===== config.mk =====
export PLATFORM = sky130hd
export DESIGN_NAME = dual_servo_slew_limiter_unit
export DESIGN_NICKNAME = d
export VERILOG_FILES = /design/src/sv/dssl_pkg.sv /design/src/sv/dssl_div.sv /design/src/sv/dssl_lane.sv /design/src/sv/dual_servo_slew_limiter_unit.sv
export SDC_FILE = /design/constraint.sdc
export NUM_CORES = 2
export LEC_CHECK = 0
export BUFFER_PORTS_ARGS = -buffer_cell sky130_fd_sc_hd__buf_2
export CORE_ASPECT_RATIO = 1.2
export CORE_MARGIN = 5
export CORE_UTILIZATION = 45
export CTS_BUF_LIST = sky130_fd_sc_hd__clkbuf_16
export CTS_CLUSTER_DIAMETER = 80
export DETAILED_ROUTE_END_ITERATION = 8
export SLEW_MARGIN = 25
export SYNTH_ARGS = -nofsm -noshare
export SYNTH_HDL_FRONTEND = slang
export SYNTH_SLANG_ARGS = --single-unit

===== constraint.sdc =====
create_clock -name i_clk -period 11.45 [get_ports i_clk]
set_clock_uncertainty 0.1 [all_clocks]
set_input_delay 0.5725 -clock i_clk [delete_from_list [all_inputs] [get_ports i_clk]]
set_output_delay 0.5725 -clock i_clk [all_outputs]
set_load 0.01 [all_outputs]

===== src/sv/dssl_pkg.sv =====
package dssl_pkg;

    localparam int ANGLE_W = 8;
    localparam int PULSE_W = 15;
    localparam int DUTY_W  = 11;
    localparam int ADDR_W  = 5;
    localparam int DATA_W  = 32;

    localparam logic [DUTY_W-1:0] DUTY_MAX = '1;

    // register index, taken from paddr[4:2]
    typedef enum logic [2:0] {
        REG_STEP      = 3'd0,
        REG_DEADBAND  = 3'd1,
        REG_MAX_FIRST = 3'd2,
        REG_MAX_SECND = 3'd3,
        REG_MIN_PULSE = 3'd4,
        REG_MAX_PULSE = 3'd5
    } t_reg_idx;

    typedef struct packed {
        logic [ANGLE_W-1:0] step;
        logic [ANGLE_W-1:0] deadband;
        logic [ANGLE_W-1:0] ang_limit;
        logic [PULSE_W-1:0] min_pulse;
        logic [PULSE_W-1:0] max_pulse;
    } t_lane_cfg;

    typedef struct packed {
        logic              write;
        logic [DUTY_W-1:0] duty;
        logic              stop;
    } t_lane_res;

endpackage


===== src/sv/dssl_div.sv =====
// Restoring divider, one quotient bit per cycle.
module dssl_div import dssl_pkg::*; #(
    parameter int NW = 27,
    parameter int DW = 15
) (
    input  logic          i_clk,
    input  logic          i_rst_n,
    input  logic          i_start,
    input  logic [NW-1:0] i_num,
    input  logic [DW-1:0] i_den,
    output logic          o_busy,
    output logic [NW-1:0] o_quot
);
    localparam int CW = $clog2(NW + 1);

    logic [CW-1:0] r_cnt;
    logic [NW-1:0] r_num;
    logic [DW-1:0] r_rem;
    logic [DW-1:0] r_den;

    logic [DW:0]   w_shift;
    logic [DW:0]   w_diff;
    logic          w_ge;

    assign w_shift = {r_rem, r_num[NW-1]};
    assign w_ge    = w_shift >= {1'b0, r_den};
    assign w_diff  = w_shift - {1'b0, r_den};

    always_ff @(posedge i_clk) begin
        if (!i_rst_n) begin
            r_cnt <= '0;
        end else if (i_start) begin
            r_cnt <= CW'(NW);
        end else if (r_cnt != '0) begin
            r_cnt <= r_cnt - 1'b1;
        end
    end

    always_ff @(posedge i_clk) begin
        if (i_start) begin
            r_num <= i_num;
            r_rem <= '0;
            r_den <= i_den;
        end else if (r_cnt != '0) begin
            r_num <= {r_num[NW-2:0], w_ge};
            r_rem <= w_ge ? w_diff[DW-1:0] : w_shift[DW-1:0];
        end
    end

    assign o_busy = (r_cnt != '0);
    assign o_quot = r_num;

endmodule


===== src/sv/dssl_lane.sv =====
// One servo axis: slew step, write/stop decision and duty computation.
module dssl_lane import dssl_pkg::*; #(
    parameter int DUTY_FULL_SCALE = 1024,
    parameter int PERIOD_US       = 20000
) (
    input  logic               i_clk,
    input  logic               i_rst_n,
    input  t_lane_cfg          i_cfg,
    input  logic               i_accept,
    input  logic [ANGLE_W-1:0] i_target,
    input  logic               i_go,
    input  logic               i_any_moved,
    output logic               o_moved,
    output logic               o_busy,
    output t_lane_res          o_res,
    output logic [ANGLE_W-1:0] o_angle
);
    localparam int PROD_W = ANGLE_W + PULSE_W;
    // duty = pulse*DUTY_FULL_SCALE/PERIOD_US via reciprocal multiply; the
    // shift RS = SN_W + SH_W keeps the floor exact for every SN_W-bit numerator
    localparam int SN_W = (PULSE_W + 1) + $clog2(DUTY_FULL_SCALE + 1);
    localparam int SH_W = $clog2(PERIOD_US + 1);
    localparam int RS   = SN_W + SH_W;
    localparam int RC_W = SN_W + 2;
    localparam int RP_W = SN_W + RC_W;
    localparam int QW   = RP_W - RS;
    localparam logic [RC_W-1:0] RECIP =
        RC_W'(((64'd1 << RS) + 64'(PERIOD_US) - 64'd1) / 64'(PERIOD_US));

    typedef enum logic [2:0] {
        L_IDLE,
        L_DIV1S,
        L_DIV1,
        L_MUL,
        L_SAT
    } t_lstate;

    t_lstate            r_state;
    logic [ANGLE_W-1:0] r_pos;
    logic [ANGLE_W-1:0] r_sent;
    logic               r_running;
    logic               r_moved;
    logic [PROD_W-1:0]  r_prod;
    logic               r_zero;
    logic [PULSE_W:0]   r_pulse;
    logic [RP_W-1:0]    r_recip_prod;
    t_lane_res          r_res;

    logic [ANGLE_W-1:0] w_tgt;
    logic [ANGLE_W-1:0] w_gap;
    logic [ANGLE_W:0]   w_up;
    logic [ANGLE_W-1:0] w_dn;
    logic [ANGLE_W-1:0] n_pos;
    logic [ANGLE_W-1:0] w_angle;
    logic [PULSE_W-1:0] w_span;
    logic               w_write;
    logic               w_stop;
    logic [SN_W-1:0]    w_scaled_num;
    logic [QW-1:0]      w_duty_q;

    logic               w_div_start;
    logic               w_div_busy;
    logic [PROD_W-1:0]  w_div_quot;

    // slew toward the clamped target
    always_comb begin
        w_tgt = (i_target > i_cfg.ang_limit) ? i_cfg.ang_limit : i_target;
        w_gap = (r_pos > w_tgt) ? r_pos - w_tgt : w_tgt - r_pos;
        w_up  = {1'b0, r_pos} + {1'b0, i_cfg.step};
        w_dn  = (r_pos >= i_cfg.step) ? r_pos - i_cfg.step : '0;
        n_pos = r_pos;
        if (w_gap >= i_cfg.deadband) begin
            if (r_pos < w_tgt) begin
                n_pos = (w_up > {1'b0, w_tgt}) ? w_tgt : w_up[ANGLE_W-1:0];
            end else if (r_pos > w_tgt) begin
                n_pos = (w_dn < w_tgt) ? w_tgt : w_dn;
            end
        end
    end

    assign w_angle = (r_pos > i_cfg.ang_limit) ? i_cfg.ang_limit : r_pos;
    assign w_span  = (i_cfg.max_pulse >= i_cfg.min_pulse) ?
                     i_cfg.max_pulse - i_cfg.min_pulse : '0;
    assign w_write = i_any_moved && (r_pos != r_sent);
    assign w_stop  = !i_any_moved && r_running;

    assign w_div_start  = (r_state == L_DIV1S);
    assign w_scaled_num = SN_W'(r_pulse) * SN_W'(DUTY_FULL_SCALE);
    assign w_duty_q     = r_recip_prod[RP_W-1:RS];

    // angle*span / angle limit
    dssl_div #(
        .NW (PROD_W),
        .DW (ANGLE_W)
    ) u_div (
        .i_clk   (i_clk),
        .i_rst_n (i_rst_n),
        .i_start (w_div_start),
        .i_num   (r_prod),
        .i_den   (i_cfg.ang_limit),
        .o_busy  (w_div_busy),
        .o_quot  (w_div_quot)
    );

    always_ff @(posedge i_clk) begin
        if (!i_rst_n) begin
            r_state   <= L_IDLE;
            r_pos     <= '0;
            r_sent    <= '0;
            r_running <= 1'b0;
            r_moved   <= 1'b0;
        end else begin
            if (i_accept) begin
                r_pos   <= n_pos;
                r_moved <= (n_pos != r_pos);
            end
            unique case (r_state)
                L_IDLE: begin
                    if (i_go) begin
                        r_res.write <= w_write;
                        r_res.stop  <= w_stop;
                        r_res.duty  <= '0;
                        r_prod      <= PROD_W'(w_angle) * PROD_W'(w_span);
                        r_zero      <= (i_cfg.ang_limit == '0);
                        if (w_write) begin
                            r_sent    <= r_pos;
                            r_running <= 1'b1;
                            r_state   <= L_DIV1S;
                        end else if (w_stop) begin
                            r_running <= 1'b0;
                        end
                    end
                end
                L_DIV1S: begin
                    r_state <= L_DIV1;
                end
                L_DIV1: begin
                    if (!w_div_busy) begin
                        r_pulse <= {1'b0, i_cfg.min_pulse} +
                                   (r_zero ? '0 : {1'b0, w_div_quot[PULSE_W-1:0]});
                        r_state <= L_MUL;
                    end
                end
                L_MUL: begin
                    r_recip_prod <= RP_W'(w_scaled_num) * RP_W'(RECIP);
                    r_state      <= L_SAT;
                end
                L_SAT: begin
                    r_res.duty <= ((DUTY_W + QW)'(w_duty_q) > (DUTY_W + QW)'(DUTY_MAX)) ?
                                  DUTY_MAX : w_duty_q[DUTY_W-1:0];
                    r_state    <= L_IDLE;
                end
                default: begin
                    r_state <= L_IDLE;
                end
            endcase
        end
    end

    assign o_moved = r_moved;
    assign o_busy  = (r_state != L_IDLE);
    assign o_res   = r_res;
    assign o_angle = r_pos;

endmodule


===== src/sv/dual_servo_slew_limiter_unit.sv =====
// A tick that writes a duty has its result in the output register after a
// serial divide by the angle limit, a reciprocal multiply by the PWM period
// and a saturate; stop/hold ticks skip these steps.
// Only one tick is in flight; the next input transfer can come in the cycle
// after the result loads; a full output register holds it off.
// Synchronous active-low reset clears positions, sent angles, active flags, loads defaults.
module dual_servo_slew_limiter_unit import dssl_pkg::*; #(
    parameter int DUTY_FULL_SCALE = 1024,
    parameter int PERIOD_US       = 20000
) (
    input  logic              i_clk,
    input  logic              i_rst_n,
    // configuration port
    input  logic              psel,
    input  logic              penable,
    input  logic              pwrite,
    input  logic [ADDR_W-1:0] paddr,
    input  logic [DATA_W-1:0] pwdata,
    output logic [DATA_W-1:0] prdata,
    output logic              pready,
    // tick input
    input  logic              s_axis_tvalid,
    output logic              s_axis_tready,
    input  logic [15:0]       s_axis_tdata,  // [7:0] target_first, [15:8] target_second
    // result output
    output logic              m_axis_tvalid,
    input  logic              m_axis_tready,
    // [0] write_first, [11:1] duty_first, [12] stop_first, [13] write_second,
    // [24:14] duty_second, [25] stop_second, [33:26] angle_first,
    // [41:34] angle_second, [47:42] zero
    output logic [47:0]       m_axis_tdata
);

    typedef enum logic [1:0] {
        S_IDLE,
        S_MERGE,
        S_WORK
    } t_state;

    t_state             r_state;
    logic [ANGLE_W-1:0] r_step;
    logic [ANGLE_W-1:0] r_deadband;
    logic [ANGLE_W-1:0] r_max_first;
    logic [ANGLE_W-1:0] r_max_second;
    logic [PULSE_W-1:0] r_min_pulse;
    logic [PULSE_W-1:0] r_max_pulse;
    logic               r_out_valid;
    logic [47:0]        r_out_data;

    t_lane_cfg          w_cfg_first;
    t_lane_cfg          w_cfg_second;
    t_lane_res          w_res_first;
    t_lane_res          w_res_second;
    logic [ANGLE_W-1:0] w_angle_first;
    logic [ANGLE_W-1:0] w_angle_second;
    logic               w_moved_first;
    logic               w_moved_second;
    logic               w_busy_first;
    logic               w_busy_second;
    logic               w_accept;
    logic               w_go;
    logic               w_any_moved;
    logic               w_load;
    logic               w_cfg_wr;
    t_reg_idx           w_idx;

    // ---------------- configuration registers ----------------
    assign pready   = 1'b1;
    assign w_idx    = t_reg_idx'(paddr[4:2]);
    assign w_cfg_wr = psel && penable && pwrite && pready;

    always_ff @(posedge i_clk) begin
        if (!i_rst_n) begin
            r_step       <= ANGLE_W'(2);
            r_deadband   <= ANGLE_W'(2);
            r_max_first  <= ANGLE_W'(180);
            r_max_second <= ANGLE_W'(90);
            r_min_pulse  <= PULSE_W'(600);
            r_max_pulse  <= PULSE_W'(2400);
        end else if (w_cfg_wr) begin
            case (w_idx)
                REG_STEP:      r_step       <= pwdata[ANGLE_W-1:0];
                REG_DEADBAND:  r_deadband   <= pwdata[ANGLE_W-1:0];
                REG_MAX_FIRST: r_max_first  <= pwdata[ANGLE_W-1:0];
                REG_MAX_SECND: r_max_second <= pwdata[ANGLE_W-1:0];
                REG_MIN_PULSE: r_min_pulse  <= pwdata[PULSE_W-1:0];
                REG_MAX_PULSE: r_max_pulse  <= pwdata[PULSE_W-1:0];
                default: ;  // unmapped offsets ignore writes
            endcase
        end
    end

    always_comb begin
        unique case (w_idx)
            REG_STEP:      prdata = DATA_W'(r_step);
            REG_DEADBAND:  prdata = DATA_W'(r_deadband);
            REG_MAX_FIRST: prdata = DATA_W'(r_max_first);
            REG_MAX_SECND: prdata = DATA_W'(r_max_second);
            REG_MIN_PULSE: prdata = DATA_W'(r_min_pulse);
            REG_MAX_PULSE: prdata = DATA_W'(r_max_pulse);
            default:       prdata = '0;
        endcase
    end

    assign w_cfg_first  = '{step: r_step, deadband: r_deadband, ang_limit: r_max_first,
                            min_pulse: r_min_pulse, max_pulse: r_max_pulse};
    assign w_cfg_second = '{step: r_step, deadband: r_deadband, ang_limit: r_max_second,
                            min_pulse: r_min_pulse, max_pulse: r_max_pulse};

    // ---------------- axis lanes ----------------
    // Both lanes step on the input transfer; in the next cycle the merge
    // decides write, stop or hold from the pair of move flags, and each lane
    // runs its own divider for the duty.
    assign s_axis_tready = (r_state == S_IDLE);
    assign w_accept      = s_axis_tvalid && s_axis_tready;
    assign w_go          = (r_state == S_MERGE);
    assign w_any_moved   = w_moved_first || w_moved_second;

    dssl_lane #(
        .DUTY_FULL_SCALE (DUTY_FULL_SCALE),
        .PERIOD_US       (PERIOD_US)
    ) u_lane_first (
        .i_clk       (i_clk),
        .i_rst_n     (i_rst_n),
        .i_cfg       (w_cfg_first),
        .i_accept    (w_accept),
        .i_target    (s_axis_tdata[7:0]),
        .i_go        (w_go),
        .i_any_moved (w_any_moved),
        .o_moved     (w_moved_first),
        .o_busy      (w_busy_first),
        .o_res       (w_res_first),
        .o_angle     (w_angle_first)
    );

    dssl_lane #(
        .DUTY_FULL_SCALE (DUTY_FULL_SCALE),
        .PERIOD_US       (PERIOD_US)
    ) u_lane_second (
        .i_clk       (i_clk),
        .i_rst_n     (i_rst_n),
        .i_cfg       (w_cfg_second),
        .i_accept    (w_accept),
        .i_target    (s_axis_tdata[15:8]),
        .i_go        (w_go),
        .i_any_moved (w_any_moved),
        .o_moved     (w_moved_second),
        .o_busy      (w_busy_second),
        .o_res       (w_res_second),
        .o_angle     (w_angle_second)
    );

    // ---------------- sequencing and output register ----------------
    // Result loads once both lanes are done and the output register is
    // free (or being drained this cycle).
    assign w_load = (r_state == S_WORK) && !w_busy_first && !w_busy_second &&
                    (!r_out_valid || m_axis_tready);

    always_ff @(posedge i_clk) begin
        if (!i_rst_n) begin
            r_state     <= S_IDLE;
            r_out_valid <= 1'b0;
        end else begin
            unique case (r_state)
                S_IDLE:  if (w_accept) r_state <= S_MERGE;
                S_MERGE: r_state <= S_WORK;
                S_WORK:  if (w_load) r_state <= S_IDLE;
                default: r_state <= S_IDLE;
            endcase
            if (w_load) begin
                r_out_valid <= 1'b1;
            end else if (m_axis_tready) begin
                r_out_valid <= 1'b0;
            end
        end
    end

    always_ff @(posedge i_clk) begin
        if (w_load) begin
            r_out_data <= {6'd0, w_angle_second, w_angle_first,
                           w_res_second.stop, w_res_second.duty, w_res_second.write,
                           w_res_first.stop, w_res_first.duty, w_res_first.write};
        end
    end

    assign m_axis_tvalid = r_out_valid;
    assign m_axis_tdata  = r_out_data;

    // ---------------- assertions ----------------
    // a tick either writes duties or stops axes, never both
    a_write_excl_stop: assert property (@(posedge i_clk) disable iff (!i_rst_n)
        r_out_valid && (r_out_data[0] || r_out_data[13]) |->
            !(r_out_data[12] || r_out_data[25]))
        else $error("write and stop in the same result");

    // duty_first reads zero unless the first axis is written
    a_duty_zero: assert property (@(posedge i_clk) disable iff (!i_rst_n)
        r_out_valid && !r_out_data[0] |-> (r_out_data[11:1] == '0))
        else $error("duty_first nonzero without write");

    // one tick in flight: no new transfer right after one is taken
    a_one_in_flight: assert property (@(posedge i_clk) disable iff (!i_rst_n)
        w_accept |=> !s_axis_tready)
        else $error("input taken while a tick is in flight");

    // lanes are idle whenever a new tick can be taken
    a_lanes_idle: assert property (@(posedge i_clk) disable iff (!i_rst_n)
        s_axis_tready |-> !w_busy_first && !w_busy_second)
        else $error("lane busy while accepting input");

endmodule

## Word-level counts from Yosys, hierarchy flattened

Index checks and enable logic that the tools add are counted.
Widths: inputs -> output; s select.

- Add/subtract/negate cells: 15
- $mul: 4
- Order comparisons: 21
- Equal/unequal tests: 27
- Mux-type cells: 55
- Bitwise gates (word level): 3
- Reductions and logical operators: 56

Operators by type and width:

| operator | number |
|---|---|
| $mux 8 | 20 |
| $mux 23 | 4 |
| $pmux 15 s6 | 1 |
| $mul 16x27->43 const B | 2 |
| $sub 8x8->8 | 8 |
| $gt 8x8->1 | 6 |
| $mul 8x15->23 | 2 |
| $mux 15 | 3 |
| $pmux 11 s2 | 2 |
| $reduce_and 3->1 | 12 |
| $add 15x16->16 | 2 |
| $ge 8x8->1 | 4 |
| $lt 8x8->1 | 4 |
| $ne 8x8->1 | 4 |
| $gt 13x11->1 const B | 2 |
| $mux 12 | 2 |
| $pmux 3 s4 | 2 |
| $mux 11 | 2 |
| $mux 5 | 4 |
| $add 8x8->9 | 2 |
| $eq 3x2->1 const B | 6 |
| $ge 9x8->1 | 2 |
| $gt 9x8->1 | 2 |
| $mux 3 | 6 |
| other kinds (24) | 77 |

- Register bits: 431
- Input port bits: 60
- Output and inout bits: 83
- Logic and storage cells: 224

## Depth between registers and ports, before layout

- Word-level depth: 8
- Gate-level depth with buffers: 34
- Gate-level depth less buffers: 32

## Modules after synthesis

Synthesis repeated with hierarchy kept, for this count alone.

- Cell total of the unflattened synthesis: 4619
- Area, all modules: 45225.9 sq um

Modules (own cells, without submodules):

| module | instances | cells an instance | area each (sq um) | seq. area each (sq um) |
|---|---|---|---|---|
| dssl_lane at u_lane_second | 1 | 1973 | 18347.6 | 2372.3 |
| dssl_lane at u_lane_first | 1 | 1876 | 17822.1 | 2372.3 |
| dssl_div | 2 | 191 | 2306.0 | 1191.1 |
| dual_servo_slew_limiter_unit | 1 | 388 | 4444.3 | 2562.5 |

## Worst setup path after synthesis

OpenSTA, ideal clock, no wires.

- Path type: reg-to-reg
- Start: register r_min_pulse[1]
- End: register u_lane_first.r_prod[22], data pin
- Library setup time: 0.260 ns
- Data arrival time: 7.254 ns
- Required time: 11.090 ns
- Setup slack: 3.836 ns
- Stages on the path, launching flop included: 33
- Path buffers: 1
- Period minus slack after synthesis: 7.614 ns
- Cells stage by stage: dfxtp_1 > inv_1 > ha_1 > nor2b_1 > o21ai_0 > a21boi_0 > o21ai_0 > a21boi_0 > o2111ai_1 > a31oi_1 > a21oi_1 > o21bai_1 > clkbuf_1 > nand2_1 > or2_2 > fa_1 > fa_1 > inv_1 > fa_1 > inv_1 > fa_1 > inv_1 > ha_1 > o21a_1 > o31a_1 > o211a_1 > nor2_1 > a21oi_1 > a41o_1 > or4_1 > a31o_2 > a21oi_1 > xnor2_1

- Longest elaborated chain between the ends: 3
- Elaborated cells on any way between the ends: 4
- Classes of those cells: 1 x add/sub; 1 x mul; 1 x order compare; 1 x mux

RTL lines:

| element | RTL line | source |
|---|---|---|
| start, declared | dual_servo_slew_limiter_unit.sv:45 | `logic [PULSE_W-1:0] r_min_pulse;` |
| start signal, assigned | dual_servo_slew_limiter_unit.sv:86 | `REG_MIN_PULSE: r_min_pulse <= pwdata[PULSE_W-1:0];` |
| $sub 15x15->15 / $ge 15x15->1 (equally long branches) | dssl_lane.sv:83, dssl_lane.sv:82 |  |
| $mux 15 (*) | dssl_lane.sv:82 | `assign w_span = (i_cfg.max_pulse >= i_cfg.min_pulse) ?` |
| $mul 8x15->23 (*) | dssl_lane.sv:123 | `r_prod <= PROD_W'(w_angle) * PROD_W'(w_span);` |
| end signal, assigned | dssl_lane.sv:123 |  |
| end, declared | dssl_lane.sv:43 | `logic [PROD_W-1:0] r_prod;` |

Mark *: on every way between the ends. The rest lies on a longest branch, timed or not.
A chain may end at the register's enable or synchronous reset.

## Final worst setup path

Ends and elaborated chain as after synthesis.

==> flow_metrics.env <==
export IMPL_outcome="complete, no violations"
export IMPL_synth_edff_count=234
export IMPL_dieWidth_um=293
export IMPL_grt_pass1_wl_um=175000
export IMPL_start_kind="flop"
export IMPL_cts_root_buf="clkbuf_16"
export IMPL_yosys_warnings=0
export IMPL_antenna_found_initial=3
export IMPL_endpoint_kind="flop"
export IMPL_start_util=0.454
export IMPL_num_rows=124
export IMPL_cp_data_arrival_time_ps=8980
export IMPL_core_um2=95400
export IMPL_first_pass_iters=5
export IMPL_route_vias_total=30900
export IMPL_rr_endpoint="u_lane_first.r_prod[22]$_DFFE_PP_"
export IMPL_rsz0062_at_grt="false"
export IMPL_max_stage_delay_ps=540
export IMPL_n_fill_cell=9078
export IMPL_first_global_vias=32100
export IMPL_clock_latency_ps=580
export IMPL_cts_buffer_depth=3
export IMPL_grt_max_degree=79
export IMPL_critPathRequiredTime_ps=11670
export IMPL_setup_viol=0
export IMPL_die_area_um2=103000
export IMPL_holdCritPathClass="in -> reg"
export IMPL_syn_inst=4546
export IMPL_routedWlPerCell_um=18.4
export IMPL_postCtsSetupRepairBufs=0
export IMPL_clock_sinks=367
export IMPL_hold_violations=0
export IMPL_syn_to_final_growth_pct=7.69
export IMPL_cp_slowest_cell="fa_1"
export IMPL_r2r_start="r_min_pulse[1]$_SDFFE_PN0P_"
export IMPL_drv_slew=0
export IMPL_die_y_um=350
export IMPL_r2r_slack_ps=2690
export IMPL_ys_types=86
export IMPL_post_route_min_period_ps=8760
export IMPL_htreeDepth=2
export IMPL_ys_seq_area_frac=0.224
export IMPL_holdCritStartpoint="pwdata[11]"
export IMPL_dp_hpwl_um=89600
export IMPL_postRouteAntennaNets=0
export IMPL_track_usage=0.214
export IMPL_fin_crit_sh=0.765
export IMPL_cts_tree="built"
export IMPL_drc=0
export IMPL_worst_pin_slew_ps=1030
export IMPL_ir_worst_vdd_uv=158
export IMPL_ys_seq_elements=367
export IMPL_wirelength_um=109000
export IMPL_synth_cell_area_um2=43300
export IMPL_pin_count=143
export IMPL_clock_fmax_mhz=114
export IMPL_async_flop_share=0
export IMPL_cts_hold_buffers=0
export IMPL_critical_path_class="reg -> reg"
export IMPL_relSlewSlack=0.314
export IMPL_numPortBuffers=99
export IMPL_layout_cells_non_filler=5919
export IMPL_holdPathEnd="r_max_pulse[11]$_SDFFE_PN1P_"
export IMPL_place_gp_congestion=0.945
export IMPL_ctsResizeCount=0
export IMPL_maxCapViolCount=0
export IMPL_avgViaCountPerCell=5.22
export IMPL_most_common_layout_cells="inv_1 (883), ha_1 (614), fa_1 (499)"
export IMPL_ff2ff_path_depth=32
export IMPL_avgSynthCellArea_um2=9.53
export IMPL_grt_ovfl_total=0
export IMPL_power_density_nw_per_um2=179
export IMPL_dp_cells=5837
export IMPL_whs_path_depth=3
export IMPL_final_common_cell="inv_1"
export IMPL_drt_iter0_drc=1779
export IMPL_fin_nets=5795
export IMPL_numCtsBuffers=43
export IMPL_drive_gt1_frac=0.0709
export IMPL_cp_max_fo=16
export IMPL_clk_pin_slew_ps=60
export IMPL_cellLeakagePower_nw=22.9
export IMPL_setup_tns_ps=0
export IMPL_synth_top_flop_cell="edfxtp_1"
flip-flops by register name, summed over array words and instances (netlist names), 12 cells and up:
name	flops
m_axis_tdata	42
u_lane_first.r_prod	23
u_lane_first.u_div.o_quot	23
u_lane_second.r_prod	23
u_lane_second.u_div.o_quot	23
u_lane_first.r_pulse	16
u_lane_second.r_pulse	16
r_max_pulse	15
r_min_pulse	15
u_lane_first.o_res	13
u_lane_second.o_res	13
u_lane_first.r_recip_prod	12
u_lane_second.r_recip_prod	12
area by class of cell:
| cell class | instances | area, um^2 | share of cell area |
|---|---|---|---|
| antenna | 3 | 7.51 | 0.000161 |
| sequential | 367 | 9690 | 0.208 |
| inverter | 877 | 3290 | 0.0706 |
| timing repair buffer | 155 | 918 | 0.0197 |
| tap | 1260 | 1580 | 0.0338 |
| clock buffer | 43 | 1080 | 0.0231 |
| clock inverter | 36 | 307 | 0.00657 |
| multi-input combinational | 3178 | 29800 | 0.638 |
worst max-delay path, delay by kind of cell (launching register included):
family,cells,cell delay (ps)
AND/OR/NAND/NOR,5,1570
adder cells (fa/ha/maj),6,2680
XOR/XNOR,1,80
buffers and inverters,5,620
AO/OA/AOI/OAI,15,2950
flip-flops,1,510
cells by family (layout without fill, tap and decap cells):
kind of cell,after synthesis,in the layout,synth area share
other,2,27,0.000173
AND/OR/NAND/NOR,1137,1137,0.121
AO/OA/AOI/OAI,632,632,0.0957
multiplexers,109,109,0.0266
flip-flops,367,367,0.224
buffers and inverters,1023,1111,0.0922
XOR/XNOR,163,163,0.0330
adder cells (fa/ha/maj),1113,1113,0.408
worst max path at each step:
| stage | cells past startpoint | slack [ps] | endpoint | from |
|---|---|---|---|---|
| CTS | 32 | 2670 | u_lane_first.r_prod[22]$_DFFE_PP_ | r_min_pulse[1]$_SDFFE_PN0P_ |
| finish | 32 | 2690 | u_lane_first.r_prod[22]$_DFFE_PP_ | r_min_pulse[1]$_SDFFE_PN0P_ |
| global route | 32 | 2070 | u_lane_first.r_prod[22]$_DFFE_PP_ | r_min_pulse[1]$_SDFFE_PN0P_ |
| detailed placement | 32 | 2720 | u_lane_first.r_prod[22]$_DFFE_PP_ | r_min_pulse[1]$_SDFFE_PN0P_ |
| global placement | 32 | 2840 | u_lane_first.r_prod[22]$_DFFE_PP_ | r_min_pulse[1]$_SDFFE_PN0P_ |
| floorplan | 32 | 3840 | u_lane_first.r_prod[22]$_DFFE_PP_ | r_min_pulse[1]$_SDFFE_PN0P_ |
metrics by stage:
step                power, mW  hold slack [ps]  worst slack (ps)  instance area, um^2  utilization
finish                   8.32              128              2690                46600        0.489
global route             9.16              156              2070                46600        0.489
CTS                      8.40             98.9              2670                46600        0.489
detailed placement       7.00              306              2720                45200        0.474
global placement         6.92              301              2840                45200        0.474
floorplan                5.68              300              3840                43400            -
cell usage after synthesis (all sizes together), types with 110 or more instances:
library cell	instances	share of area
xnor2	117	0.024
nor2b	114	0.017
fa	499	0.23
nor2	401	0.035
o21ai	122	0.014
a21oi	182	0.021
dfxtp	133	0.061
edfxtp	234	0.16
ha	614	0.18
inv	875	0.076
clkbuf	110	0.010
nand2	337	0.029
power by group:
group          internal (mW)  switching (mW)  leakage (nW)
clock network          0.781           0.570         0.693
logic                   2.07            2.99          18.9
registers               1.77           0.144          3.27
total                   4.62            3.70          22.9
layer usage:
layer  part of all wire  up-vias  wire length (um)  track usage
met2               0.50      653             54200        0.379
met4              0.043        2              4690       0.0792
met5            0.00011        -                12            0
met1               0.42    15100             45300        0.267
li1                   -    14900                 -            -
met3              0.046      199              5000       0.0300
(Power assumes the default switching activity.)
